### config.mk
export PLATFORM = sky130hd
export DESIGN_NAME = bmc_back
export DESIGN_NICKNAME = d
export VERILOG_FILES = /design/src/sv/bmc_pkg.sv /design/src/sv/bmc_back.sv
export SDC_FILE = /design/constraint.sdc
export NUM_CORES = 2
export LEC_CHECK = 0
export ABC_CLOCK_PERIOD_IN_PS = 7700
export BUFFER_PORTS_ARGS = -buffer_cell sky130_fd_sc_hd__buf_4
export CAP_MARGIN = 20
export CORE_UTILIZATION = 55
export DETAILED_ROUTE_END_ITERATION = 10
export PLACE_DENSITY = 0.73
export SKIP_LAST_GASP = 1
export SYNTH_ARGS = -nofsm -noshare
export SYNTH_HDL_FRONTEND = slang
export SYNTH_SLANG_ARGS = --single-unit
### constraint.sdc
create_clock -name clk -period 7.7 [get_ports clk]
set_clock_uncertainty 0.2 [all_clocks]
set_input_delay 0.385 -clock clk [delete_from_list [all_inputs] [get_ports clk]]
set_output_delay 0.385 -clock clk [all_outputs]
set_load 0.05 [all_outputs]
### src/sv/bmc_pkg.sv
// ----------------------------------------------------------------------------
// bmc_pkg
// Shared constants, register codes and pipeline types of the bit mask crusher.
// ----------------------------------------------------------------------------
`default_nettype none

package bmc_pkg;

  localparam int MAG_BITS   = 15;
  localparam int SAMPLE_W   = 16;
  localparam int OUT_MAG_W  = 15;
  localparam int MASK_W     = 15;
  localparam int CFG_IDX_W  = 2;
  localparam int CFG_DATA_W = 15;
  localparam int SQ_W       = 2 * MAG_BITS;
  localparam int RAD_W      = 3 * MAG_BITS;
  localparam int REM_W      = 2 * MAG_BITS + 3;
  localparam int RECIP_W    = MAG_BITS + 1;

  localparam logic [MAG_BITS-1:0]  FULL_SCALE = {MAG_BITS{1'b1}};
  localparam logic [SQ_W-1:0]      FS_SQ      = SQ_W'(FULL_SCALE) * SQ_W'(FULL_SCALE);
  localparam logic [RAD_W:0]       CUBE_ONE   = {1'b1, {RAD_W{1'b0}}};
  localparam logic [RAD_W:0]       RECIP_WIDE = CUBE_ONE / (RAD_W + 1)'(FS_SQ);
  localparam logic [RECIP_W-1:0]   RECIP      = RECIP_WIDE[RECIP_W-1:0];
  localparam logic [OUT_MAG_W-1:0] OUT_MAX    = {OUT_MAG_W{1'b1}};

  localparam int FRONT_STAGES = 2;
  localparam int BACK_STAGES  = 6;
  localparam int LATENCY      = FRONT_STAGES + MAG_BITS + BACK_STAGES;

  typedef enum logic [CFG_IDX_W-1:0] {
    REG_BIT_MASK   = 2'd0,
    REG_XOR_EN     = 2'd1,
    REG_AND_EN     = 2'd2,
    REG_COMPAND_EN = 2'd3
  } bmc_reg_t;

  typedef struct packed {
    logic [MAG_BITS-1:0] bit_mask;
    logic                xor_en;
    logic                and_en;
    logic                compand_en;
  } bmc_cfg_t;

  typedef struct packed {
    logic                neg;
    logic [MAG_BITS-1:0] mag;
    logic [MAG_BITS-1:0] root;
    logic [SQ_W-1:0]     ysq;
    logic [REM_W-1:0]    rem;
    logic [RAD_W-1:0]    rad;
  } bmc_cbrt_t;

endpackage

`default_nettype wire

### src/sv/bmc_back.sv
// ----------------------------------------------------------------------------
// bmc_back
// Mask stage, scaled cube by reciprocal multiply, sign restore and output.
// ----------------------------------------------------------------------------
`default_nettype none

module bmc_back
  import bmc_pkg::*;
(
  input  wire logic                 clk,
  input  wire logic                 rst,
  input  wire logic                 in_vld,
  input  bmc_cbrt_t                 in_d,
  input  bmc_cfg_t                  cfg,
  output logic                      done,
  output logic signed [SAMPLE_W-1:0] sample_out
);

  localparam logic [SQ_W+1:0] DIV1 = (SQ_W + 2)'(FS_SQ);
  localparam logic [SQ_W+1:0] DIV2 = (SQ_W + 2)'(FS_SQ) << 1;

  logic [BACK_STAGES-2:0] vld;

  logic [MAG_BITS-1:0] sel;
  logic [MAG_BITS-1:0] masked;
  logic                a_neg;
  logic [MAG_BITS-1:0] a_x;
  logic                b_neg;
  logic [MAG_BITS-1:0] b_x;
  logic [SQ_W-1:0]     b_sq;
  logic                c_neg;
  logic [MAG_BITS-1:0] c_x;
  logic [RAD_W-1:0]    c_cu;
  logic                d_neg;
  logic [MAG_BITS-1:0] d_x;
  logic [RAD_W-1:0]    d_cu;
  logic [MAG_BITS-1:0] d_qe;
  logic                e_neg;
  logic [MAG_BITS-1:0] e_x;
  logic [MAG_BITS-1:0] e_qe;
  logic [SQ_W+1:0]     e_rem;

  logic [RAD_W:0]              prod_r;
  logic [RAD_W-1:0]            prod_d;
  logic [MAG_BITS-1:0]         q;
  logic [MAG_BITS-1:0]         mag_f;
  logic [MAG_BITS+OUT_MAG_W:0] mag_ext;
  logic [OUT_MAG_W-1:0]        mag_o;

  always_comb begin
    sel    = cfg.compand_en ? in_d.root : in_d.mag;
    masked = cfg.xor_en ? (sel ^ cfg.bit_mask) : sel;
    masked = cfg.and_en ? (masked & cfg.bit_mask) : masked;
  end

  always_comb begin
    prod_r = (RAD_W + 1)'(c_cu[RAD_W-1:MAG_BITS]) * (RAD_W + 1)'(RECIP);
    prod_d = RAD_W'(d_qe) * RAD_W'(FS_SQ);
  end

  always_comb begin
    if (e_rem >= DIV2) begin
      q = e_qe + MAG_BITS'(2);
    end else if (e_rem >= DIV1) begin
      q = e_qe + MAG_BITS'(1);
    end else begin
      q = e_qe;
    end
    mag_f   = cfg.compand_en ? q : e_x;
    mag_ext = (MAG_BITS + OUT_MAG_W + 1)'(mag_f);
    mag_o   = (mag_ext > (MAG_BITS + OUT_MAG_W + 1)'(OUT_MAX)) ? OUT_MAX
                                                              : mag_ext[OUT_MAG_W-1:0];
  end

  always_ff @(posedge clk) begin
    if (rst) begin
      vld  <= '0;
      done <= 1'b0;
    end else begin
      vld  <= {vld[BACK_STAGES-3:0], in_vld};
      done <= vld[BACK_STAGES-2];
    end
  end

  always_ff @(posedge clk) begin
    a_neg <= in_d.neg;
    a_x   <= masked;
    b_neg <= a_neg;
    b_x   <= a_x;
    b_sq  <= SQ_W'(a_x) * SQ_W'(a_x);
    c_neg <= b_neg;
    c_x   <= b_x;
    c_cu  <= RAD_W'(b_sq) * RAD_W'(b_x);
    d_neg <= c_neg;
    d_x   <= c_x;
    d_cu  <= c_cu;
    d_qe  <= prod_r[RAD_W-1:SQ_W];
    e_neg <= d_neg;
    e_x   <= d_x;
    e_qe  <= d_qe;
    e_rem <= d_cu[SQ_W+1:0] - prod_d[SQ_W+1:0];
    if (e_neg) begin
      sample_out <= SAMPLE_W'(0) - {1'b0, mag_o};
    end else begin
      sample_out <= {1'b0, mag_o};
    end
  end

endmodule

`default_nettype wire

==> results.yml <==
cts:
  clkTransAtPathRegs_ns: 0.07
  ctsRootBufferMaster: "clkbuf_16"
  cts_tree: "built"
  cts_buffers: 29
  cts_sinks: 267
  htree_levels: 1
  insertion_delay_ns: 0.59
  cts_buffer_depth: 3
placement:
  io_buffers: 68
  gp_congestion: 0.849
  dp_hpwl_mm: 54.0
logic_synthesis:
  synth_top_cell_by_area: "fa_1"
  ys.flop_type: "dfxtp_1"
  netlist_area_sq_mm: 0.0322
  synth.area.top_cells: "fa_1 (34%), dfxtp_1 (17%), ha_1 (14%)"
  yosys-mux-area-fraction_pct: 0.858
  yosysWarnings: 0
  synth_top_cell_area_share_pct: 34.2
  synth_top_family_by_area: "adder cells"
  syn_avg_cell_area_sq_um: 9.61
  synth-edff-count: 0
  ys_seq_area_share_pct: 16.6
  ys_seq_elements: 267
  synthDistinctLibCells: 73
  synthXorXnorAreaFrac_pct: 3.86
  yosys.area_share.simple_pct: 14.3
  async_flop_share_pct: 0
  syn_inst: 3353
  synth_compound_area_share_pct: 7.00
  synth_fa_ha_area_share_pct: 48.3
route:
  vias_per_cell: 5.26
  drc: 0
  met3_length_mm: 3.43
  drt_iter0_drc: 1071
  first_pass_iters: 5
  drt-met1-wl_mm: 29.1
  wl_per_cell_microns: 16.2
  top_layer_used: "met5"
  vias: 22200
  drtAntennaViolNets: 0
  routed_wl_mm: 68.3
  wl_met2_mm: 33.9
sta:
  finalHoldViolations: 0
  setup_violations: 0
  max_freq_mhz: 137
  rsz0062_at_grt: "no"
  drv_slew: 0
  setup_tns_ns: 0
  tightest_slew_ns: 0.872
  finalCritPeriodShare_pct: 95.0
  relSlewSlack_pct: 41.9
  period_minus_slack_ns: 7.32
grt:
  grt_pass1_vias: 23500
  grt.overflow.total: 0
  grt_max_degree: 46
  grt_pass1_wl_mm: 114
  antenna_found_initial: 1
  gr-usage-all-layers_pct: 23.7
floorplan:
  io-pin-count: 177
  chipWidth_microns: 244
  initial_utilization_pct: 55.7
  fp.dieH_microns: 244
  fp.coreArea_sq_mm: 0.0578
  die-area_sq_mm: 0.0596
  rows: 88
worst_setup_path:
  start_kind: "flop"
  r2r_slack_ns: 0.38
  crit_required_ns: 7.97
  worstSetupPathType: "reg2reg"
  worst-path-max-fanout: 15
  crit_path_end_kind: "flop"
  cp.arrival_ns: 7.58
layout:
  antenna_cells: 0
  areaGrowthSynthToFinish_pct: 8.74
  final_cell_mix: "inv_1 (668), fa_1 (551), ha_1 (361)"
  final_layout_size_suffix_gt1_share_pct: 5.50
  final_common_cell: "inv_1"
  fin_nets: 4502
flow_run:
  maxCapViolations: 0
run_status:
  outcome: "completed"
min_path:
  worstHoldPathType: "in2reg"
final timing paths:
check | cells after the start | startpoint | endpoint
max | 23 | b_x[8]$_DFF_P_ | c_cu[42]$_DFF_P_
min | 4 | in_d[132] | a_x[9]$_DFF_P_
min reg2reg | 0 | c_x[10]$_DFF_P_ | d_x[10]$_DFF_P_
max reg2reg | 23 | b_x[8]$_DFF_P_ | c_cu[42]$_DFF_P_
cell type report:
class                   instances  area [sq um]
fillers                      4812         22800
clock inverters                15           193
well taps                     765           957
clock buffers                  39           823
inverters                     669          2510
repair buffers                150          1230
multi-input cells            2313         24000
flip-flops and latches        267          5350
Yosys cell counts, types with 17 or more instances:
master    instances
xor2_1           39
a21o_1           43
a21oi_1          86
and2_1          338
nor3_1           32
clkbuf_1        103
nor2_1           77
nand4_1          19
xnor2_1         103
o21ai_0          78
o21a_1           17
ha_1            361
nor2b_1          18
nand3_1          50
inv_1           668
fa_1            551
dfxtp_1         267
o21bai_1         18
nand2_1         277
mux2i_1          22
metrics by stage:
stage	instance area, sq um	setup slack, ns	hold slack [ns]	instances	util (%)
final	35000	0.382	0.0784	4218	60.6
after floorplan	32200	0.849	0.110	3359	-
after CTS	35000	0.370	0.0265	4218	60.6
after global placement	33600	0.450	0.110	4121	58.1
after detailed placement	33600	0.391	0.112	4121	58.1
after global routing	35000	0.0258	0.116	4218	60.6
timing repair:
action                     in CTS  in global routing
hold endpoints to repair       22                  0
hold buffers                   43                  0
setup endpoints to repair       0                  2
resized for setup               0                  4
buffers inserted                0                  0
metal layers:
| layer | vias up | GRT usage (%) |
|---|---|---|
| met5 | - | 0 |
| met2 | 523 | 41.5 |
| met3 | 124 | 2.64 |
| li1 | 10600 | - |
| met1 | 10900 | 30.9 |
| met4 | 2 | 6.84 |
sequential cells by signal (all words and copies together) (netlist names), 15 cells and up:
name and cells:
a_x 15, b_sq 29, c_cu 45, d_cu 32
d_qe 15, e_qe 15, e_rem 32, e_x 15
sample_out 16
logic make-up (layout without fill, tap and decap cells):
| family | Yosys count | after routing |
|---|---|---|
| buffers and inverters | 779 | 873 |
| muxes | 27 | 27 |
| and+or+nand+nor | 884 | 884 |
| DFF | 267 | 267 |
| xor gates and xnor gates | 142 | 142 |
| AOI/OAI and AO/OA | 341 | 341 |
| other | 1 | 7 |
| adders and majority gates | 912 | 912 |
critical path, cell delays in order, from the launching register on:
cell,delay (ns)
dfxtp_1,0.85
buf_4,0.29
buf_4,0.19
nand2_1,0.08
fa_1,0.50
inv_1,0.05
fa_1,0.49
fa_1,0.56
fa_1,0.43
fa_1,0.49
inv_1,0.05
fa_1,0.47
inv_1,0.04
ha_1,0.36
nand4_1,0.17
nor2_1,0.06
a211oi_1,0.27
nor2_1,0.09
a2111oi_0,0.53
a21oi_1,0.19
o41ai_1,0.36
buf_4,0.20
mux2i_1,0.18
nand3_1,0.08
Power is not shown: default switching activity piles up to over one toggle a cycle in this logic, so the estimate is an artifact.
