===== src/sv/bmc_pkg.sv =====
// ----------------------------------------------------------------------------
// bmc_pkg
// Shared constants, register codes and pipeline types of the bit mask crusher.
// ----------------------------------------------------------------------------
`default_nettype none

package bmc_pkg;

  localparam int MAG_BITS   = 15;
  localparam int SAMPLE_W   = 16;
  localparam int OUT_MAG_W  = 15;
  localparam int MASK_W     = 15;
  localparam int CFG_IDX_W  = 2;
  localparam int CFG_DATA_W = 15;
  localparam int SQ_W       = 2 * MAG_BITS;
  localparam int RAD_W      = 3 * MAG_BITS;
  localparam int REM_W      = 2 * MAG_BITS + 3;
  localparam int RECIP_W    = MAG_BITS + 1;

  localparam logic [MAG_BITS-1:0]  FULL_SCALE = {MAG_BITS{1'b1}};
  localparam logic [SQ_W-1:0]      FS_SQ      = SQ_W'(FULL_SCALE) * SQ_W'(FULL_SCALE);
  localparam logic [RAD_W:0]       CUBE_ONE   = {1'b1, {RAD_W{1'b0}}};
  localparam logic [RAD_W:0]       RECIP_WIDE = CUBE_ONE / (RAD_W + 1)'(FS_SQ);
  localparam logic [RECIP_W-1:0]   RECIP      = RECIP_WIDE[RECIP_W-1:0];
  localparam logic [OUT_MAG_W-1:0] OUT_MAX    = {OUT_MAG_W{1'b1}};

  localparam int FRONT_STAGES = 2;
  localparam int BACK_STAGES  = 6;
  localparam int LATENCY      = FRONT_STAGES + MAG_BITS + BACK_STAGES;

  typedef enum logic [CFG_IDX_W-1:0] {
    REG_BIT_MASK   = 2'd0,
    REG_XOR_EN     = 2'd1,
    REG_AND_EN     = 2'd2,
    REG_COMPAND_EN = 2'd3
  } bmc_reg_t;

  typedef struct packed {
    logic [MAG_BITS-1:0] bit_mask;
    logic                xor_en;
    logic                and_en;
    logic                compand_en;
  } bmc_cfg_t;

  typedef struct packed {
    logic                neg;
    logic [MAG_BITS-1:0] mag;
    logic [MAG_BITS-1:0] root;
    logic [SQ_W-1:0]     ysq;
    logic [REM_W-1:0]    rem;
    logic [RAD_W-1:0]    rad;
  } bmc_cbrt_t;

endpackage

`default_nettype wire


===== src/sv/bmc_cbrt_step.sv =====
// ----------------------------------------------------------------------------
// bmc_cbrt_step
// One registered step of the digit-by-digit cube root: one root bit per stage.
// ----------------------------------------------------------------------------
`default_nettype none

module bmc_cbrt_step
  import bmc_pkg::*;
(
  input  wire logic      clk,
  input  wire logic      rst,
  input  wire logic      in_vld,
  input  bmc_cbrt_t      in_d,
  output logic           out_vld,
  output bmc_cbrt_t      out_d
);

  logic [2:0]          digit;
  logic [MAG_BITS-1:0] y2;
  logic [SQ_W-1:0]     ysq2;
  logic [SQ_W-1:0]     pair;
  logic [REM_W-1:0]    trial;
  logic [REM_W-1:0]    rcat;
  logic                take;

  always_comb begin
    digit = in_d.rad[RAD_W-1 -: 3];
    y2    = in_d.root << 1;
    ysq2  = in_d.ysq << 2;
    pair  = ysq2 + SQ_W'(y2);
    trial = REM_W'(pair) + (REM_W'(pair) << 1) + REM_W'(1);
    rcat  = {in_d.rem[REM_W-4:0], digit};
    take  = (rcat >= trial);
  end

  always_ff @(posedge clk) begin
    if (rst) begin
      out_vld <= 1'b0;
    end else begin
      out_vld <= in_vld;
    end
  end

  always_ff @(posedge clk) begin
    out_d.neg <= in_d.neg;
    out_d.mag <= in_d.mag;
    out_d.rad <= in_d.rad << 3;
    if (take) begin
      out_d.rem  <= rcat - trial;
      out_d.root <= y2 | MAG_BITS'(1);
      out_d.ysq  <= ysq2 + SQ_W'({y2, 1'b0}) + SQ_W'(1);
    end else begin
      out_d.rem  <= rcat;
      out_d.root <= y2;
      out_d.ysq  <= ysq2;
    end
  end

endmodule

`default_nettype wire


===== config.mk =====
export PLATFORM = sky130hd
export DESIGN_NAME = bmc_cbrt_step
export DESIGN_NICKNAME = d
export VERILOG_FILES = /design/src/sv/bmc_pkg.sv /design/src/sv/bmc_cbrt_step.sv
export SDC_FILE = /design/constraint.sdc
export NUM_CORES = 1
export LEC_CHECK = 0
export BUFFER_PORTS_ARGS = -buffer_cell sky130_fd_sc_hd__buf_2
export CORE_MARGIN = 4
export CORE_UTILIZATION = 47
export DETAILED_ROUTE_END_ITERATION = 8
export GPL_TIMING_DRIVEN = 0
export PLACE_DENSITY = 0.89
export SKIP_LAST_GASP = 1
export SLEW_MARGIN = 40
export SYNTH_ARGS = -nofsm -noshare
export SYNTH_HDL_FRONTEND = slang
export SYNTH_SLANG_ARGS = --single-unit

===== constraint.sdc =====
create_clock -name clk -period 7.05 [get_ports clk]
set_clock_uncertainty 0.2 [all_clocks]
set_input_delay 1.41 -clock clk [delete_from_list [all_inputs] [get_ports clk]]
set_output_delay 1.41 -clock clk [all_outputs]
set_load 0.005 [all_outputs]

==> metrics.txt, run 1 <==
outcome complete, but fails checks; failing checks setup timing; Root Driver clkbuf_16; first-pass GRT wire length 45400 um; share of the synthesized area in the top cell type 32.3%; clock sinks 136; largest cells by area after synthesis dfxtp_1 (32%), ha_1 (13%), xnor2_1 (6.1%); Final min period ~7.5 ns; Setup CP Type input pin to register; routed wire length 30500 um; Post-Syn Area 0.00843 sq mm; Syn. warnings 0; CTS tree built; Post-Syn Area per Cell 8.58 sq um; static leakage 5.59 nW; hold_ws 0.880 ns; Die Y ~140 um; die footprint about 0.02 sq mm; Tot Pwr 4.48 mW; Initial Util 48.4%; final setup fails 63; peak supply drop 0.000277 V; Placeable Area 0.0174 sq mm; CTS Buf Count 17; Port Buffers 266; Final Max Tran Viols 0; via count between 9000 and 10000; worst hold endpoint out_d[133]; FF+latch count, synth 136; Crit Path Max Fanout 7; layout cells sized above 1 39.5%; pwr dens 364 mW/mm^2; CP endpoint kind register; MaxCap Viol Count 0; Post-DP HPWL around 22000 um; final net count 1564; worst-path cell with the longest stage delay or4_4; Largest stage delay, worst path 0.50 ns; CP startpoint kind input pin; io pins 282; Worst EP required 7.17 ns; cell depth of the worst hold path 1; Place WS -1.77 ns; number of flops mapped to enable cells by yosys 0; hold path startpoint in_d[133]; Cells after Synth 983; gp weighted congestion 0.931; cell taking the most area after synthesis dfxtp_1; relative slew slack 39.3%; Tot GR Track Use 28.3%; number of placement rows 48; clk buf depth 2; fmax about 0.13 GHz; pin count of the biggest net entering global routing 17; unrepaired setup endpoints after global routing yes; Final Hold Fails 0; Seq/Total Area, Yosys 32.3%; routed wire length per instance 19.4 um; DR pass1 iterations 5; setup ws final -0.418 ns; worst slew pin tran slightly above 0.9 ns; hold buffer count at cts 0; Async S/R FF share, synth 0%; antenna violations before repair 0; area delta synth->final 46.1%; register clock-pin slew on the reported worst setup and hold paths approximately 0.070 ns; DR vias/cell 5.80; Synth Flop Type dfxtp_1; DR iter-0 viols about 640; Critical Path AT 7.58 ns; vias in the first global route 8857; Final Cycle Share 106%; post-route ant nets 0; Hold WC Path Type input pin to register; DRC violations left 0; Die Wd 142 um; Clock H-tree levels 4; Yosys cell types 60; GR Overflow Total 0
[cells in the final DEF (no fill, tap or decap), drive strengths merged, types with 3 or more instances in the layout]
cell,instances
nand2b,11
ha,89
xor2,38
dfxtp,136
a21boi,3
nor2b,8
nor2,70
conb,4
o21a,9
fa,4
or2,4
nor4,10
o21bai,12
a211oi,20
a21oi,102
and4,5
clkbuf,29
nor3,30
buf,349
nand4,15
nand2,68
mux2,6
xnor2,59
o311ai,8
o211ai,11
a31o,4
o21ai,55
a211o,3
and3,11
a31oi,6
a21o,40
inv,43
o31ai,8
or3,8
clkinv,4
nand3,33
[how the worst max path moves through the flow]
| stage | start | cells after the start | endpoint | slack [ns] |
|---|---|---|---|---|
| after floorplan | in_d[78] | 32 | out_d[53] | -0.19 |
| after detailed placement | in_d[109] | 31 | out_d[64] | -1.77 |
| after global placement | in_d[109] | 31 | out_d[64] | -1.77 |
| final | in_d[78] | 30 | out_d[53] | -0.42 |
| after CTS | in_d[109] | 30 | out_d[53] | -0.26 |
| after global routing | in_d[79] | 32 | out_d[91] | -0.56 |
[cell families after synthesis]
| kind of cell | after synthesis | synth area share [%] |
|---|---|---|
| adder cells (fa/ha/maj) | 93 | 14.2 |
| buffers and inverters | 71 | 3.87 |
| flip-flops | 136 | 32.3 |
| XOR/XNOR | 97 | 10.1 |
| AND/OR/NAND/NOR | 281 | 16.1 |
| other | 1 | 0.0445 |
| AO/OA/AOI/OAI | 298 | 22.6 |
| multiplexers | 6 | 0.935 |
[flip-flops by register name, summed over array words and instances (netlist names)]
name / count
out_d: 135
out_vld: 1
[where the power goes]
group	total, mW	internal [mW]	leakage [nW]	switching [mW]
clock	0.906	0.503	0.289	0.404
sequential	0.968	0.931	1.15	0.0364
combinational	2.61	1.16	4.16	1.45
[cell usage after synthesis (20+ instances only)]
cell type and n:
clkbuf_1 22, nand2_1 68, xor2_1 38, xnor2_1 59, a211oi_1 20, ha_1 89, nor3_1 30, a21oi_1 102
nand3_1 33, inv_1 33, nor2_1 70, dfxtp_1 136, o21ai_0 54, a21o_1 40
[through the flow]
step / util (%) / TNS, ns / std cells / area [sq um]
after detailed placement: 58.5 / -89.74 / 1477 / 10200
after global placement: 58.5 / -89.90 / 1477 / 10200
after floorplan: - / -6.90 / 986 / 8570
after CTS: 68.2 / -10.49 / 1547 / 11900
after global routing: 70.7 / -29.31 / 1567 / 12300
final: 70.8 / -19.83 / 1569 / 12300
[worst max-delay path, delay by kind of cell]
kind	cells	cell delay (ns)
fa+ha+maj	3	0.78
simple gates	5	1.28
buf+inv	7	0.82
mux	1	0.31
compound gates	12	2.37
xor+xnor	2	0.59
[final cells by class]
class                           count  area, sq um
Antenna cell                        2         5.00
Inverter                           34          130
Sequential cell                   136         2720
Tap cell                          225          282
Fill cell                        1295         5090
Multi-Input combinational cell    779         6340
Clock inverter                     15          161
Buffer                             27          258
Clock buffer                       17          425
Timing Repair Buffer              334         2000
[routing by layer]
layer  vias to the layer above  part of all wire (%)  GRT usage, %
met5                         -                     0             0
met3                       100                   6.9          4.54
met2                       457                    50          51.1
li1                       4263                     -             -
met4                         0                   4.6          13.7
met1                      4274                    39          32.5
[what timing repair did]
action                     4_1_cts  5_1_grt
setup endpoints to repair       63       63
pin swaps                       42       40
resized for setup              145       56
buffers inserted                43       21
gates cloned                     4        0
No activity file was read; power rests on OpenSTA's default activity.
==> run 2, diff against run 1 <==
--- a/config.mk
+++ b/config.mk
@@ -7,8 +7,8 @@
 export LEC_CHECK = 0
-export BUFFER_PORTS_ARGS = -buffer_cell sky130_fd_sc_hd__buf_2
 export CORE_MARGIN = 4
-export CORE_UTILIZATION = 47
+export CORE_UTILIZATION = 50
 export DETAILED_ROUTE_END_ITERATION = 8
+export DONT_BUFFER_PORTS = 1
 export GPL_TIMING_DRIVEN = 0
-export PLACE_DENSITY = 0.89
+export PLACE_DENSITY = 0.79
 export SKIP_LAST_GASP = 1
--- a/constraint.sdc
+++ b/constraint.sdc
@@ -4,2 +4,2 @@
 set_output_delay 1.41 -clock clk [all_outputs]
-set_load 0.005 [all_outputs]
+set_load 0.05 [all_outputs]
==> run 2 against run 1 <==
- the flow now finishes without violations
- worst hold slack worse by 0.084 ns
- clock-buffer cell count unchanged
- sequential share of layout area increased by 3.5 points
- sequential cell count did not move
- critical path type unchanged
- die area down 5.7%
- combinational power is 13% lower
- largest cell class unchanged
==> metrics.txt, run 2 (same netlist as run 1, synthesis figures left out) <==
Post-DP HPWL 19600 um (-10%); vias in the first global route 7307 (-18%); DRC violations left 0 (unchanged); GR met3 Demand/Resource 7.44% (+2.9 points); met2 GRT Util 46.0% (-5.1 points); CP startpoint kind input pin; Cell Count, Final, Fillers Out 1269 (-19%); MaxCap Viol Count 0 (unchanged); clock sinks 136 (unchanged); routed wire length 26100 um (-14%); Die Y 138 um (-2.9%); Initial Util 50.9% (+2.4 points); DR iter-0 viols 410 (-35%); pwr dens 449 mW/mm^2 (+24%); hold buffer count at cts 0 (unchanged); Largest stage delay, worst path 0.50 ns (about the same); Root Driver clkbuf_16; static leakage 4.42 nW (-21%); Final Cycle Share 99.7% (-6.2 points); busiest metal layer after global routing met2; Port Buffers 0 (-100%); Final Max Tran Viols 0 (unchanged); CP endpoint kind register; number of placement rows 47 (-2.1%); Tot GR Track Use 26.5% (-1.8 points); gp weighted congestion 0.938 (+0.80%); via count 7584 (-17%); Setup CP Type input pin to register; DR pass1 iterations 6 (+1); Filler Cell Count 1367 (+5.6%); register clock-pin slew on the reported worst setup and hold paths 0.07 ns (about the same); Final Hold Fails 0 (unchanged); pin count of the biggest net entering global routing 17 (unchanged); Top Registers out_d (135), out_vld (1); hold_ws 0.796 ns (-0.0839 ns); fmax 0.142 GHz (+6.2%); max FFs per register 135 (unchanged); Final min period 7.03 ns (-0.438 ns); final setup fails 0 (-100%); grt met1 use 30.3% (-2.1 points); DR vias/cell 5.98 (+3.1%); outcome finished clean; CTS Buf Count 17 (unchanged); area delta synth->final 26.2%; # placed instances 1206 (-18%); post-layout util 64.2% (-6.6 points); routed wire length per instance 20.6 um (+5.9%); io pins 282 (unchanged); relative slew slack 40.7% (+1.4 points); Hold WC Path Type input pin to register; antenna violations before repair 1 (+1); worst slew pin tran 0.884 ns (-0.0206 ns); setup TNS 0 ns (+19.83 ns); layout cells sized above 1 21.3% (-18 points); die footprint 0.0190 sq mm (-5.7%); CTS tree built; clk buf depth 2 (unchanged); commonest non-fill, non-tap cell in the layout dfxtp_1; Placeable Area 0.0166 sq mm (-4.8%); peak supply drop 0.000203 V (-27%); Worst EP required 7.20 ns (+0.03 ns); cell depth of the worst hold path 0 (-1); Critical Path AT 7.18 ns (-0.40 ns); Crit Path Max Fanout 5 (-2); GR Overflow Total 0 (unchanged); Biggest register out_d; most frequent cells in the layout dfxtp_1 (136), ha_1 (75), a21oi_1 (65); post-route ant nets 0 (unchanged); worst-path cell with the longest stage delay or4_4; first-pass GRT wire length 38700 um (-15%); Die Wd 138 um (-2.9%); final net count 1270 (-19%); Clock H-tree levels 4 (unchanged); Tot Pwr 4.78 mW (+6.8%); unrepaired setup endpoints after global routing yes
-- run 2: changes by cell type in the layout (fill, tap and decap cells not counted), sizes merged --
| cell | before | now |
|---|---|---|
| buf | 349 | 50 |
| bufinv | 1 | 2 |
| diode | 2 | 1 |
| clkinv | 4 | 3 |
| clkbuf | 29 | 34 |
-- run 2: what timing repair did --
| action | 4_1_cts | 5_1_grt |
|---|---|---|
| gates resized for setup | 105 | 77 |
| endpoints found under the setup margin | 63 | 63 |
| setup buffers | 26 | 10 |
| cloned | 2 | 3 |
| pin swaps | 60 | 33 |
-- run 2: cell type report --
cell class / count / area [sq um] / area share (%)
Clock buffer: 17 / 425 / 4.00
Tap cell: 220 / 275 / 2.59
Multi-Input combinational cell: 779 / 6220 / 58.4
Sequential cell: 136 / 2720 / 25.6
Antenna cell: 1 / 2.50 / 0.0235
Buffer: 27 / 244 / 2.29
Inverter: 34 / 140 / 1.32
Timing Repair Buffer: 40 / 417 / 3.91
Clock inverter: 15 / 203 / 1.90
-- run 2: per-stage QoR --
step           instance area (sq um)  worst slack (ns)
2_1_floorplan                   8570            -0.188
3_3_place_gp                    8850             -1.61
3_5_place_dp                    8850             -1.67
4_1_cts                        10200           -0.0553
5_1_grt                        10600            -0.216
6_report                       10600            0.0204
-- run 2: path summary, 6_finish.rpt --
path         end  slack, ns      start
max    out_d[96]       0.02   in_d[81]
min   out_d[120]       0.80  in_d[119]
-- run 2: metal layers --
| layer | part of all wire [%] | wire length [um] |
|---|---|---|
| met2 | 49 | 12700 |
| met5 | 0 | 0 |
| met4 | 3.8 | 997 |
| met1 | 39 | 10100 |
| met3 | 8.5 | 2230 |
-- run 2: power breakdown --
group / leakage [nW] / internal, mW / switching, mW / total, mW
Sequential: 1.15 / 0.934 / 0.622 / 1.56
Clock: 0.306 / 0.545 / 0.399 / 0.944
Combinational: 2.97 / 0.997 / 1.28 / 2.28
Total: 4.42 / 2.48 / 2.31 / 4.78
-- run 2: worst max-delay path: cells and delay by family --
kind | cells | cell delay [ns]
fa+ha+maj | 3 | 1.05
buf+inv | 4 | 0.58
simple gates | 8 | 2.06
xor+xnor | 3 | 0.33
compound gates | 11 | 1.74
