`config.mk`:
```
export PLATFORM = sky130hd
export DESIGN_NAME = bmc_front
export DESIGN_NICKNAME = d
export VERILOG_FILES = /design/src/sv/bmc_pkg.sv /design/src/sv/bmc_front.sv
export SDC_FILE = /design/constraint.sdc
export NUM_CORES = 1
export LEC_CHECK = 0
export BUFFER_PORTS_ARGS = -buffer_cell sky130_fd_sc_hd__buf_2
export CAP_MARGIN = 20
export CELL_PAD_IN_SITES_DETAIL_PLACEMENT = 2
export CELL_PAD_IN_SITES_GLOBAL_PLACEMENT = 2
export CORE_MARGIN = 5
export CORE_UTILIZATION = 30
export CTS_CLUSTER_SIZE = 14
export DETAILED_ROUTE_END_ITERATION = 10
export PLACE_DENSITY = 0.75
export SLEW_MARGIN = 15
export SYNTH_ARGS = -nofsm -noshare
export SYNTH_HDL_FRONTEND = slang
export SYNTH_SLANG_ARGS = --single-unit
export TNS_END_PERCENT = 100
```
`constraint.sdc`:
```
create_clock -name clk -period 6 [get_ports clk]
set_input_delay 1.2 -clock clk [delete_from_list [all_inputs] [get_ports clk]]
set_output_delay 1.2 -clock clk [all_outputs]
set_load 0.02 [all_outputs]
```
`src/sv/bmc_pkg.sv`:
```
// ----------------------------------------------------------------------------
// bmc_pkg
// Shared constants, register codes and pipeline types of the bit mask crusher.
// ----------------------------------------------------------------------------
`default_nettype none

package bmc_pkg;

  localparam int MAG_BITS   = 15;
  localparam int SAMPLE_W   = 16;
  localparam int OUT_MAG_W  = 15;
  localparam int MASK_W     = 15;
  localparam int CFG_IDX_W  = 2;
  localparam int CFG_DATA_W = 15;
  localparam int SQ_W       = 2 * MAG_BITS;
  localparam int RAD_W      = 3 * MAG_BITS;
  localparam int REM_W      = 2 * MAG_BITS + 3;
  localparam int RECIP_W    = MAG_BITS + 1;

  localparam logic [MAG_BITS-1:0]  FULL_SCALE = {MAG_BITS{1'b1}};
  localparam logic [SQ_W-1:0]      FS_SQ      = SQ_W'(FULL_SCALE) * SQ_W'(FULL_SCALE);
  localparam logic [RAD_W:0]       CUBE_ONE   = {1'b1, {RAD_W{1'b0}}};
  localparam logic [RAD_W:0]       RECIP_WIDE = CUBE_ONE / (RAD_W + 1)'(FS_SQ);
  localparam logic [RECIP_W-1:0]   RECIP      = RECIP_WIDE[RECIP_W-1:0];
  localparam logic [OUT_MAG_W-1:0] OUT_MAX    = {OUT_MAG_W{1'b1}};

  localparam int FRONT_STAGES = 2;
  localparam int BACK_STAGES  = 6;
  localparam int LATENCY      = FRONT_STAGES + MAG_BITS + BACK_STAGES;

  typedef enum logic [CFG_IDX_W-1:0] {
    REG_BIT_MASK   = 2'd0,
    REG_XOR_EN     = 2'd1,
    REG_AND_EN     = 2'd2,
    REG_COMPAND_EN = 2'd3
  } bmc_reg_t;

  typedef struct packed {
    logic [MAG_BITS-1:0] bit_mask;
    logic                xor_en;
    logic                and_en;
    logic                compand_en;
  } bmc_cfg_t;

  typedef struct packed {
    logic                neg;
    logic [MAG_BITS-1:0] mag;
    logic [MAG_BITS-1:0] root;
    logic [SQ_W-1:0]     ysq;
    logic [REM_W-1:0]    rem;
    logic [RAD_W-1:0]    rad;
  } bmc_cbrt_t;

endpackage

`default_nettype wire

```
`src/sv/bmc_front.sv`:
```
// ----------------------------------------------------------------------------
// bmc_front
// Sign split, magnitude saturation and scaling of the cube root radicand.
// ----------------------------------------------------------------------------
`default_nettype none

module bmc_front
  import bmc_pkg::*;
(
  input  wire logic                       clk,
  input  wire logic                       rst,
  input  wire logic                       in_vld,
  input  wire logic signed [SAMPLE_W-1:0] sample_in,
  output logic                            out_vld,
  output bmc_cbrt_t                       out_d
);

  logic [SAMPLE_W-1:0]         raw;
  logic [SAMPLE_W:0]           mag_full;
  logic [MAG_BITS+SAMPLE_W:0]  mag_ext;
  logic [MAG_BITS-1:0]         mag_sat;
  logic                        vld1;
  logic                        neg1;
  logic [MAG_BITS-1:0]         mag1;

  always_comb begin
    raw      = sample_in;
    mag_full = raw[SAMPLE_W-1] ? ({1'b1, {SAMPLE_W{1'b0}}} - {1'b0, raw}) : {1'b0, raw};
    mag_ext  = (MAG_BITS + SAMPLE_W + 1)'(mag_full);
    mag_sat  = (mag_ext > (MAG_BITS + SAMPLE_W + 1)'(FULL_SCALE)) ? FULL_SCALE
                                                                 : mag_ext[MAG_BITS-1:0];
  end

  always_ff @(posedge clk) begin
    if (rst) begin
      vld1    <= 1'b0;
      out_vld <= 1'b0;
    end else begin
      vld1    <= in_vld;
      out_vld <= vld1;
    end
  end

  always_ff @(posedge clk) begin
    neg1       <= raw[SAMPLE_W-1];
    mag1       <= mag_sat;
    out_d.neg  <= neg1;
    out_d.mag  <= mag1;
    out_d.root <= '0;
    out_d.ysq  <= '0;
    out_d.rem  <= '0;
    out_d.rad  <= RAD_W'(mag1) * RAD_W'(FS_SQ);
  end

endmodule

`default_nettype wire

```
==> results of run 1 <==
-- critical path, cell delays in order (launching register included) --
cell,delay [ps]
dfxtp_1,340
fa_2,640
inv_1,130
fa_1,520
xnor2_1,190
ha_1,320
inv_1,60
fa_1,530
inv_1,50
fa_1,530
inv_1,60
fa_1,500
inv_1,50
ha_2,320
a21oi_1,170
o211ai_1,150
a22oi_2,260
o211ai_1,140
buf_4,170
o31ai_4,230
nor3_1,90
a211o_1,230
-- stage by stage --
step                      instance area (um^2)  hold WS (ps)  setup slack [ps]  cells
final                                     7422         327.0             220.8   1053
after global routing                      7422         340.3            -62.68   1053
after CTS                                 7338         329.4             6.067   1051
after detailed placement                  6987         315.4            -121.7   1034
after global placement                    6987         312.2             69.57   1034
after floorplan                           6813         309.6             283.2    754
-- routing by layer --
layer | up-vias | track usage, %
met5 | - | 0
met4 | 0 | 3.892
met3 | 15 | 2.887
met2 | 95 | 23.71
met1 | 2259 | 15.93
li1 | 2171 | -
-- flip-flops by register name, summed over array words and instances, names as in the netlist --
name     count
out_d       44
neg1         1
mag1        15
out_vld      1
vld1         1
-- kinds of logic (layout without fill, tap and decap cells) --
group           Yosys count  count (layout)
other cells               1              79
flops                    62              62
simple gates             77              77
mux                       4               4
buf+inv                 222             241
fa+ha+maj               170             170
compound gates           97              97
xor+xnor                 43              43
-- how the worst max path moves through the flow --
stage | to | slack, ps | cells past startpoint
5_1_grt | out_d[43] | -60 | 21
2_1_floorplan | out_d[43] | 280 | 18
6_report | out_d[43] | 220 | 21
3_5_place_dp | out_d[43] | -120 | 20
3_3_place_gp | out_d[43] | 70 | 18
4_1_cts | out_d[43] | 6 | 20
-- cell type report --
type	instances	area, um^2	area share, %
clock buffer	10	239.0	3.220
clock inverter	6	93.84	1.264
inverter	121	454.2	6.119
multi-input combinational	470	4457	60.05
sequential	62	1245	16.77
tap	280	350.3	4.720
timing repair buffer	104	583.1	7.856
-- what timing repair did --
item,4_1_cts,5_1_grt
setup buffers,1,2
gates cloned,0,0
pin swaps,1,4
resized for setup,3,21
setup endpoints to repair,2,9
-- cell usage in the layout, fill, tap and decap left out, types with 4 or more instances in the layout --
cell type  netlist  layout
inv_1          121     121
ha_1            98      95
conb_1           1      79
buf_2            1      79
fa_1            70      66
dfxtp_1         62      59
a21oi_1         33      33
nand2_1         27      25
buf_4           95      25
xor2_1          22      21
xnor2_1         21      21
o21ai_0         18      16
a21o_1          12      12
nor2_1          12      12
clkbuf_16        0       9
o211ai_1         6       6
o21bai_1         5       5
nand3_1          5       5
o31ai_1          6       5
mux2i_1          4       4
nor2b_1          4       4
fa_2             0       4
==> flow_metrics.env, run 1 <==
export IMPL_synth_cell_area_mm2=0.006520
export IMPL_crit_fanout=5
export IMPL_drv_cap=0
export IMPL_clk_pin_slew_ps=60
export IMPL_reg2reg_depth=21
export IMPL_setup_worst_path_start_class="flop"
export IMPL_holdPathStages=0
export IMPL_cp_required_ps=6240
export IMPL_worstSkewPairLatency_ps=350
export IMPL_maxSlewHeadroom_pct=59.90
export IMPL_syn_area_per_cell_um2=9.645
export IMPL_setup_viol=0
export IMPL_yosysWarnings=0
export IMPL_drt_initial_drc_count=56
export IMPL_rows=54
export IMPL_synthSimpleGateAreaFrac_pct=6.256
export IMPL_synth_edff_count=0
export IMPL_cp_arrival_ps=6010
export IMPL_firstDrtPassIters=4
export IMPL_dieArea_mm2=0.02478
export IMPL_wl_met3_um=503
export IMPL_grt_max_degree=22
export IMPL_r2r_slack_ps=220
export IMPL_initial_utilization_pct=30.16
export IMPL_netlist_top_cells_count="inv_1 (121), ha_1 (98), buf_4 (95)"
export IMPL_synthCells=676
export IMPL_finClkSkew_ps=14.23
export IMPL_synth_most_common_cell="inv_1"
export IMPL_grt_ovfl_total=0
export IMPL_portBuffers=79
export IMPL_final_nets=955
export IMPL_gp_congestion=0.8544
export IMPL_synth_cell_types=50
export IMPL_ant_nets=0
export IMPL_met2_length_um=8694
export IMPL_run_status="finished, final reports clean"
export IMPL_yosysTopAreaCellShare_pct=21.49
export IMPL_ioPinCount=159
export IMPL_synth_area_leaders="fa_1 (21%), dfxtp_1 (19%), ha_1 (19%)"
export IMPL_wl_met1_um=7016
export IMPL_viasPerCell=4.311
export IMPL_fin_setup_tns_ps=0
export IMPL_postCtsHoldBufs=0
export IMPL_gr_usage_all_layers_pct=13.25
export IMPL_vias=4540
export IMPL_rr_startpoint="mag1[5]"
export IMPL_clockRootBuffer="clkbuf_16"
export IMPL_muxShareOfSynthArea_pct=0.6141
export IMPL_synth_seq_area_share_pct=19.04
export IMPL_regToRegEndpoint="out_d[43]"
export IMPL_synth_compound_area_share_pct=9.384
export IMPL_synth_adder_area_share_pct=40.61
export IMPL_fin_util_pct=34.33
export IMPL_fmax_mhz=173.0
export IMPL_synthToLayoutAreaGrowth_pct=13.84
export IMPL_min_from="neg1"
export IMPL_slew_violations=0
export IMPL_synth_async_reset_ratio_pct=0
export IMPL_dp_hpwl_um=13930
export IMPL_synth_xor_area_share_pct=5.776
export IMPL_ys_flop_type="dfxtp_1"
export IMPL_timing_worst_slew_pin_value_ps=600.9
export IMPL_grt_pass1_vias=5178
export IMPL_startpoint="mag1[5]"
export IMPL_drive_gt1_share_pct=19.28
export IMPL_hold_viol_final=0
export IMPL_worstSetupEndpointType="flop"
export IMPL_antenna_found_initial=0
export IMPL_cts_buffers=9
export IMPL_cts_htree_levels=3
export IMPL_rsz0062_at_grt="yes"
export IMPL_min_to="out_d[138]"
export IMPL_fillCellCount=2451
export IMPL_cts_sinks=62
export IMPL_cts_tree="yes"
export IMPL_fp_dieH_um=157.4
export IMPL_yosysTopAreaCell="fa_1"
export IMPL_timing_final_crit_period_ps=5779
export IMPL_drc_errors=0
export IMPL_worstSetupPathType="reg -> reg"
export IMPL_antenna_cells=0
export IMPL_grt_pass1_wl_um=25840
export IMPL_hold_class="reg -> reg"
export IMPL_routed_wirelength_um=16500
export IMPL_ys_ff_latch=62
export IMPL_maxUsedRoutingLayer="met4"
export IMPL_wl_per_cell_um=15.67
export IMPL_core_mm2=0.02162
export IMPL_clockBufferDepth=2
export IMPL_fin_crit_sh_pct=96.32
export IMPL_synth_top_family_by_area="adder cells"
export IMPL_die_w_um=157.4
Power of run 1 is left out: the tool's default activity adds up to more than one toggle a clock period on the data nets, which glitch-free logic cannot reach.
==> inputs of run 2 (changes only) <==
--- a/config.mk
+++ b/config.mk
@@ -10,10 +10,11 @@
 export CELL_PAD_IN_SITES_DETAIL_PLACEMENT = 2
 export CELL_PAD_IN_SITES_GLOBAL_PLACEMENT = 2
 export CORE_MARGIN = 5
-export CORE_UTILIZATION = 30
-export CTS_CLUSTER_SIZE = 14
+export CORE_UTILIZATION = 31
+export CTS_BUF_LIST = sky130_fd_sc_hd__clkbuf_8
+export CTS_CLUSTER_SIZE = 24
 export DETAILED_ROUTE_END_ITERATION = 10
-export PLACE_DENSITY = 0.75
+export PLACE_DENSITY = 0.78
 export SLEW_MARGIN = 15
 export SYNTH_ARGS = -nofsm -noshare
 export SYNTH_HDL_FRONTEND = slang
==> flow_metrics.env, run 2 (synthesis results as in run 1) <==
export IMPL_run_status="finished, final reports clean"
export IMPL_drt_initial_drc_count=115
export IMPL_antenna_cells=0
export IMPL_fillCellCount=2368
export IMPL_cts_tree="yes"
export IMPL_core_mm2=0.02089
export IMPL_gr_usage_all_layers_pct=14.46
export IMPL_layout_commonest_cell="inv_1"
export IMPL_drive_gt1_share_pct=20.88
export IMPL_cp_arrival_ps=6070
export IMPL_initial_utilization_pct=31.21
export IMPL_grt_pass1_wl_um=27370
export IMPL_drc_errors=0
export IMPL_fmax_mhz=172.8
export IMPL_hold_slack_ps=330.4
export IMPL_final_nets=958
export IMPL_clockRootBuffer="clkbuf_8"
export IMPL_worstSetupPathType="reg -> reg"
export IMPL_dieArea_mm2=0.02403
export IMPL_synthToLayoutAreaGrowth_pct=12.90
export IMPL_cts_htree_levels=3
export IMPL_hold_class="reg -> reg"
export IMPL_dp_slack_ps=-268.8
export IMPL_clk_pin_slew_ps=90
export IMPL_largest_reg_flops=44
export IMPL_firstDrtPassIters=4
export IMPL_worst_path_largest_cell_delay_ps=640
export IMPL_largest_register="out_d"
export IMPL_hold_viol_final=0
export IMPL_setup_worst_path_start_class="flop"
export IMPL_timing_worst_slew_pin_value_ps=608.4
export IMPL_routed_wirelength_um=17080
export IMPL_rows=53
export IMPL_crit_chain="inv_1 -> fa_2 -> inv_2 -> maj3_2 -> inv_1 -> buf_4 -> fa_1 -> inv_1 -> fa_1 -> fa_1 -> inv_1 -> fa_1 -> inv_1 -> ha_1 -> nand2_1 -> nor2_1 -> a22oi_2 -> o211ai_1 -> buf_4 -> o31ai_4 -> nor3_1 -> a211o_1"
export IMPL_multiInputGateArea_mm2=0.004486
export IMPL_grt_pass1_vias=5328
export IMPL_slew_violations=0
export IMPL_viasPerCell=4.381
export IMPL_path_buf_inv=8
export IMPL_vias=4604
export IMPL_crit_slowest_cell="fa_2"
export IMPL_dp_hpwl_um=14500
export IMPL_timing_final_crit_period_ps=5787
export IMPL_fp_dieH_um=155.0
export IMPL_maxSlewHeadroom_pct=59.39
export IMPL_grt_ovfl_total=0
export IMPL_ioPinCount=159
export IMPL_cts_sinks=62
export IMPL_die_w_um=155.0
export IMPL_fin_util_pct=35.24
export IMPL_setup_viol=0
export IMPL_fin_crit_sh_pct=96.45
export IMPL_final_seq_area_mm2=0.001249
export IMPL_ant_nets=0
export IMPL_grt_max_degree=22
export IMPL_worstSkewPairLatency_ps=390
export IMPL_worstSetupEndpointType="flop"
export IMPL_cpLargestDelayFamily="adder cells"
export IMPL_final_cell_mix="inv_1 (120), ha_1 (92), conb_1 (79), buf_2 (79), fa_1 (64)"
export IMPL_crit_top_cell="inv_1"
export IMPL_reg_top3="out_d (44), mag1 (15)"
export IMPL_antenna_found_initial=1
export IMPL_cts_buffers=9
export IMPL_clockBufferDepth=2
export IMPL_crit_fanout=5
export IMPL_finClkSkew_ps=20.17
export IMPL_cp_required_ps=6290
export IMPL_gp_congestion=0.8540
export IMPL_drv_cap=0
export IMPL_setup_slack_ps=213.1
export IMPL_wl_per_cell_um=16.25
export IMPL_portBuffers=79
run 2: cell types whose count changed in the layout (fill, tap and decap cells not counted), sizes merged:
cell / before / now
clkinv: 2 / 1
buf: 104 / 107
inv: 122 / 123
run 2: final timing paths:
kind                            startpoint    endpoint  slack, ps  cells past startpoint
worst min register to register        neg1  out_d[138]        330                      0
worst max-delay path               mag1[6]   out_d[43]        210                     22
worst max register to register     mag1[6]   out_d[43]        210                     22
worst min-delay path                  neg1  out_d[138]        330                      0
run 2: timing repair:
action,CTS,global route
buffers inserted,1,7
setup endpoints to repair,6,9
pin swaps,1,11
gates resized for setup,7,30
hold buffers,0,0
cloned,0,0
run 2: routing by layer:
metal	GRT usage (%)	up-vias	part of all wire, %
li1	-	2178	-
met1	17.16	2298	41
met2	25.80	99	53
met3	3.088	27	3.2
met4	4.962	2	2.1
met5	0	-	0.12
run 2: layout make-up:
cell class	count	share of cell area, %
Clock inverter	6	1.156
Multi-Input combinational cell	470	60.94
Timing Repair Buffer	107	8.227
Clock buffer	10	1.870
Sequential cell	62	16.96
Tap cell	275	4.674
Inverter	121	6.170
run 2: stage by stage:
| step | setup TNS (ps) | std cells | instance area [um^2] |
|---|---|---|---|
| 2_1_floorplan | 0 | 754 | 6813 |
| 3_3_place_gp | 0 | 1027 | 6965 |
| 3_5_place_dp | -453.1 | 1027 | 6965 |
| 4_1_cts | 0 | 1044 | 7228 |
| 5_1_grt | -44.18 | 1051 | 7361 |
| 6_report | 0 | 1051 | 7361 |
run 2: worst register-to-register path, delay by kind of cell, from the launching register on:
| family | cells | cell delay, ps |
|---|---|---|
| fa+ha+maj | 7 | 3240 |
| compound gates | 4 | 920 |
| buf+inv | 8 | 810 |
| flops | 1 | 360 |
| simple gates | 3 | 360 |
Power of run 2 is left out for the same reason.
==> inputs of run 3 (changes only) <==
--- a/config.mk
+++ b/config.mk
@@ -7,10 +7,10 @@
 export LEC_CHECK = 0
 export BUFFER_PORTS_ARGS = -buffer_cell sky130_fd_sc_hd__buf_2
 export CAP_MARGIN = 20
-export CELL_PAD_IN_SITES_DETAIL_PLACEMENT = 2
-export CELL_PAD_IN_SITES_GLOBAL_PLACEMENT = 2
+export CELL_PAD_IN_SITES_DETAIL_PLACEMENT = 0
+export CELL_PAD_IN_SITES_GLOBAL_PLACEMENT = 1
 export CORE_MARGIN = 5
-export CORE_UTILIZATION = 31
+export CORE_UTILIZATION = 39
 export CTS_BUF_LIST = sky130_fd_sc_hd__clkbuf_8
 export CTS_CLUSTER_SIZE = 24
 export DETAILED_ROUTE_END_ITERATION = 10
==> flow_metrics.env, run 3 (synthesis results as in run 1) <==
export IMPL_setup_worst_path_start_class="flop"
export IMPL_setup_slack_ps=314.6
export IMPL_r2r_slack_ps=310
export IMPL_cts_tree="yes"
export IMPL_cp_required_ps=6260
export IMPL_dp_hpwl_um=10580
export IMPL_routed_wirelength_um=12480
export IMPL_drt_initial_drc_count=209
export IMPL_dieArea_mm2=0.01940
export IMPL_core_mm2=0.01647
export IMPL_grt_max_degree=22
export IMPL_vias=4306
export IMPL_timing_final_crit_period_ps=5685
export IMPL_finalNonFillerCells=983
export IMPL_setup_viol=0
export IMPL_layout_commonest_cell="inv_1"
export IMPL_gr_usage_all_layers_pct=13.10
export IMPL_worstSetupPathType="reg -> reg"
export IMPL_maxSlewHeadroom_pct=61.68
export IMPL_firstDrtPassIters=4
export IMPL_wl_per_cell_um=12.69
export IMPL_drc_errors=0
export IMPL_place_inst=965
export IMPL_reg_top3="out_d (44), mag1 (15)"
export IMPL_drv_cap=0
export IMPL_initial_utilization_pct=39.60
export IMPL_rsz0062_at_grt="yes"
export IMPL_slew_violations=0
export IMPL_postCtsHoldBufs=0
export IMPL_drive_gt1_share_pct=18.22
export IMPL_fp_dieH_um=139.3
export IMPL_worstSetupEndpointType="flop"
export IMPL_gp_congestion=0.8592
export IMPL_largest_reg_flops=44
export IMPL_viasPerCell=4.380
export IMPL_fin_crit_sh_pct=94.76
export IMPL_dp_slack_ps=-65.37
export IMPL_clockBufferDepth=2
export IMPL_timing_worst_slew_pin_value_ps=574.2
export IMPL_largest_register="out_d"
export IMPL_hold_class="reg -> reg"
export IMPL_synthToLayoutAreaGrowth_pct=9.000
export IMPL_die_w_um=139.3
export IMPL_final_cell_mix="inv_1 (121), ha_1 (94), conb_1 (79), buf_2 (79), fa_1 (66)"
export IMPL_finClkSkew_ps=23.65
export IMPL_rows=47
export IMPL_portBuffers=79
export IMPL_ant_nets=0
export IMPL_antenna_found_initial=0
export IMPL_grt_pass1_vias=4272
export IMPL_clk_pin_slew_ps=80
export IMPL_worstSkewPairLatency_ps=380
export IMPL_cts_sinks=62
export IMPL_hold_viol_final=0
export IMPL_ioPinCount=159
export IMPL_cp_arrival_ps=5950
export IMPL_crit_fanout=6
export IMPL_final_nets=945
export IMPL_cts_htree_levels=3
export IMPL_run_status="finished, final reports clean"
export IMPL_grt_ovfl_total=0
export IMPL_grt_pass1_wl_um=20670
export IMPL_antenna_cells=0
export IMPL_clockRootBuffer="clkbuf_8"
export IMPL_cts_buffers=9
export IMPL_fmax_mhz=175.9
[run 3: area by class of cell]
| type | instances | area [um^2] |
|---|---|---|
| clock inverters | 7 | 42.54 |
| well taps | 220 | 275.3 |
| fillers | 1697 | 9359 |
| flip-flops and latches | 62 | 1242 |
| repair buffers | 94 | 508.0 |
| inverters | 121 | 454.2 |
| multi-input cells | 470 | 4461 |
| clock buffers | 9 | 123.9 |
[run 3: stage by stage]
step                TNS (ps)  util, %  hold WS [ps]  cell area, um^2
floorplan                  0        -         309.6             6813
global placement           0    41.57         311.0             6844
detailed placement    -65.37    41.57         315.0             6844
CTS                        0    42.65         331.7             7023
global route          -19.77    43.16         341.2             7107
finish                     0    43.16         329.0             7107
[run 3: worst max-delay path, stage by stage (launching register included)]
cell and delay [ps]:
dfxtp_1 360, fa_2 640, inv_1 100, fa_1 600, inv_1 100, fa_1 470, fa_1 480, inv_1 50
fa_1 490, fa_1 510, inv_1 40, ha_2 370, nand4_1 170, a2111oi_4 360, a22oi_2 120, o211ai_1 290
o31ai_2 130, a211o_1 270
[run 3: worst paths after layout]
check	from	end	depth (start not counted)
setup reg to reg	mag1[1]	out_d[43]	17
setup / recovery	mag1[1]	out_d[43]	17
hold / removal	neg1	out_d[138]	0
hold reg to reg	neg1	out_d[138]	0
[run 3: repair_timing]
item | CTS | global route
gates cloned | 0 | 0
gates resized for setup | 2 | 22
setup buffers | 0 | 2
setup endpoints to repair | 1 | 8
hold endpoints to repair | 0 | 0
pin swaps | 0 | 6
[run 3: layer usage]
layer  part of all wire (%)  track usage (%)  up-vias
li1                       -                -     2155
met1                     46            18.31     2025
met2                     47            19.97      110
met3                    5.1            2.710       16
met4                    1.9            5.046        0
met5                      0                0        -
Power of run 3 is left out for the same reason.
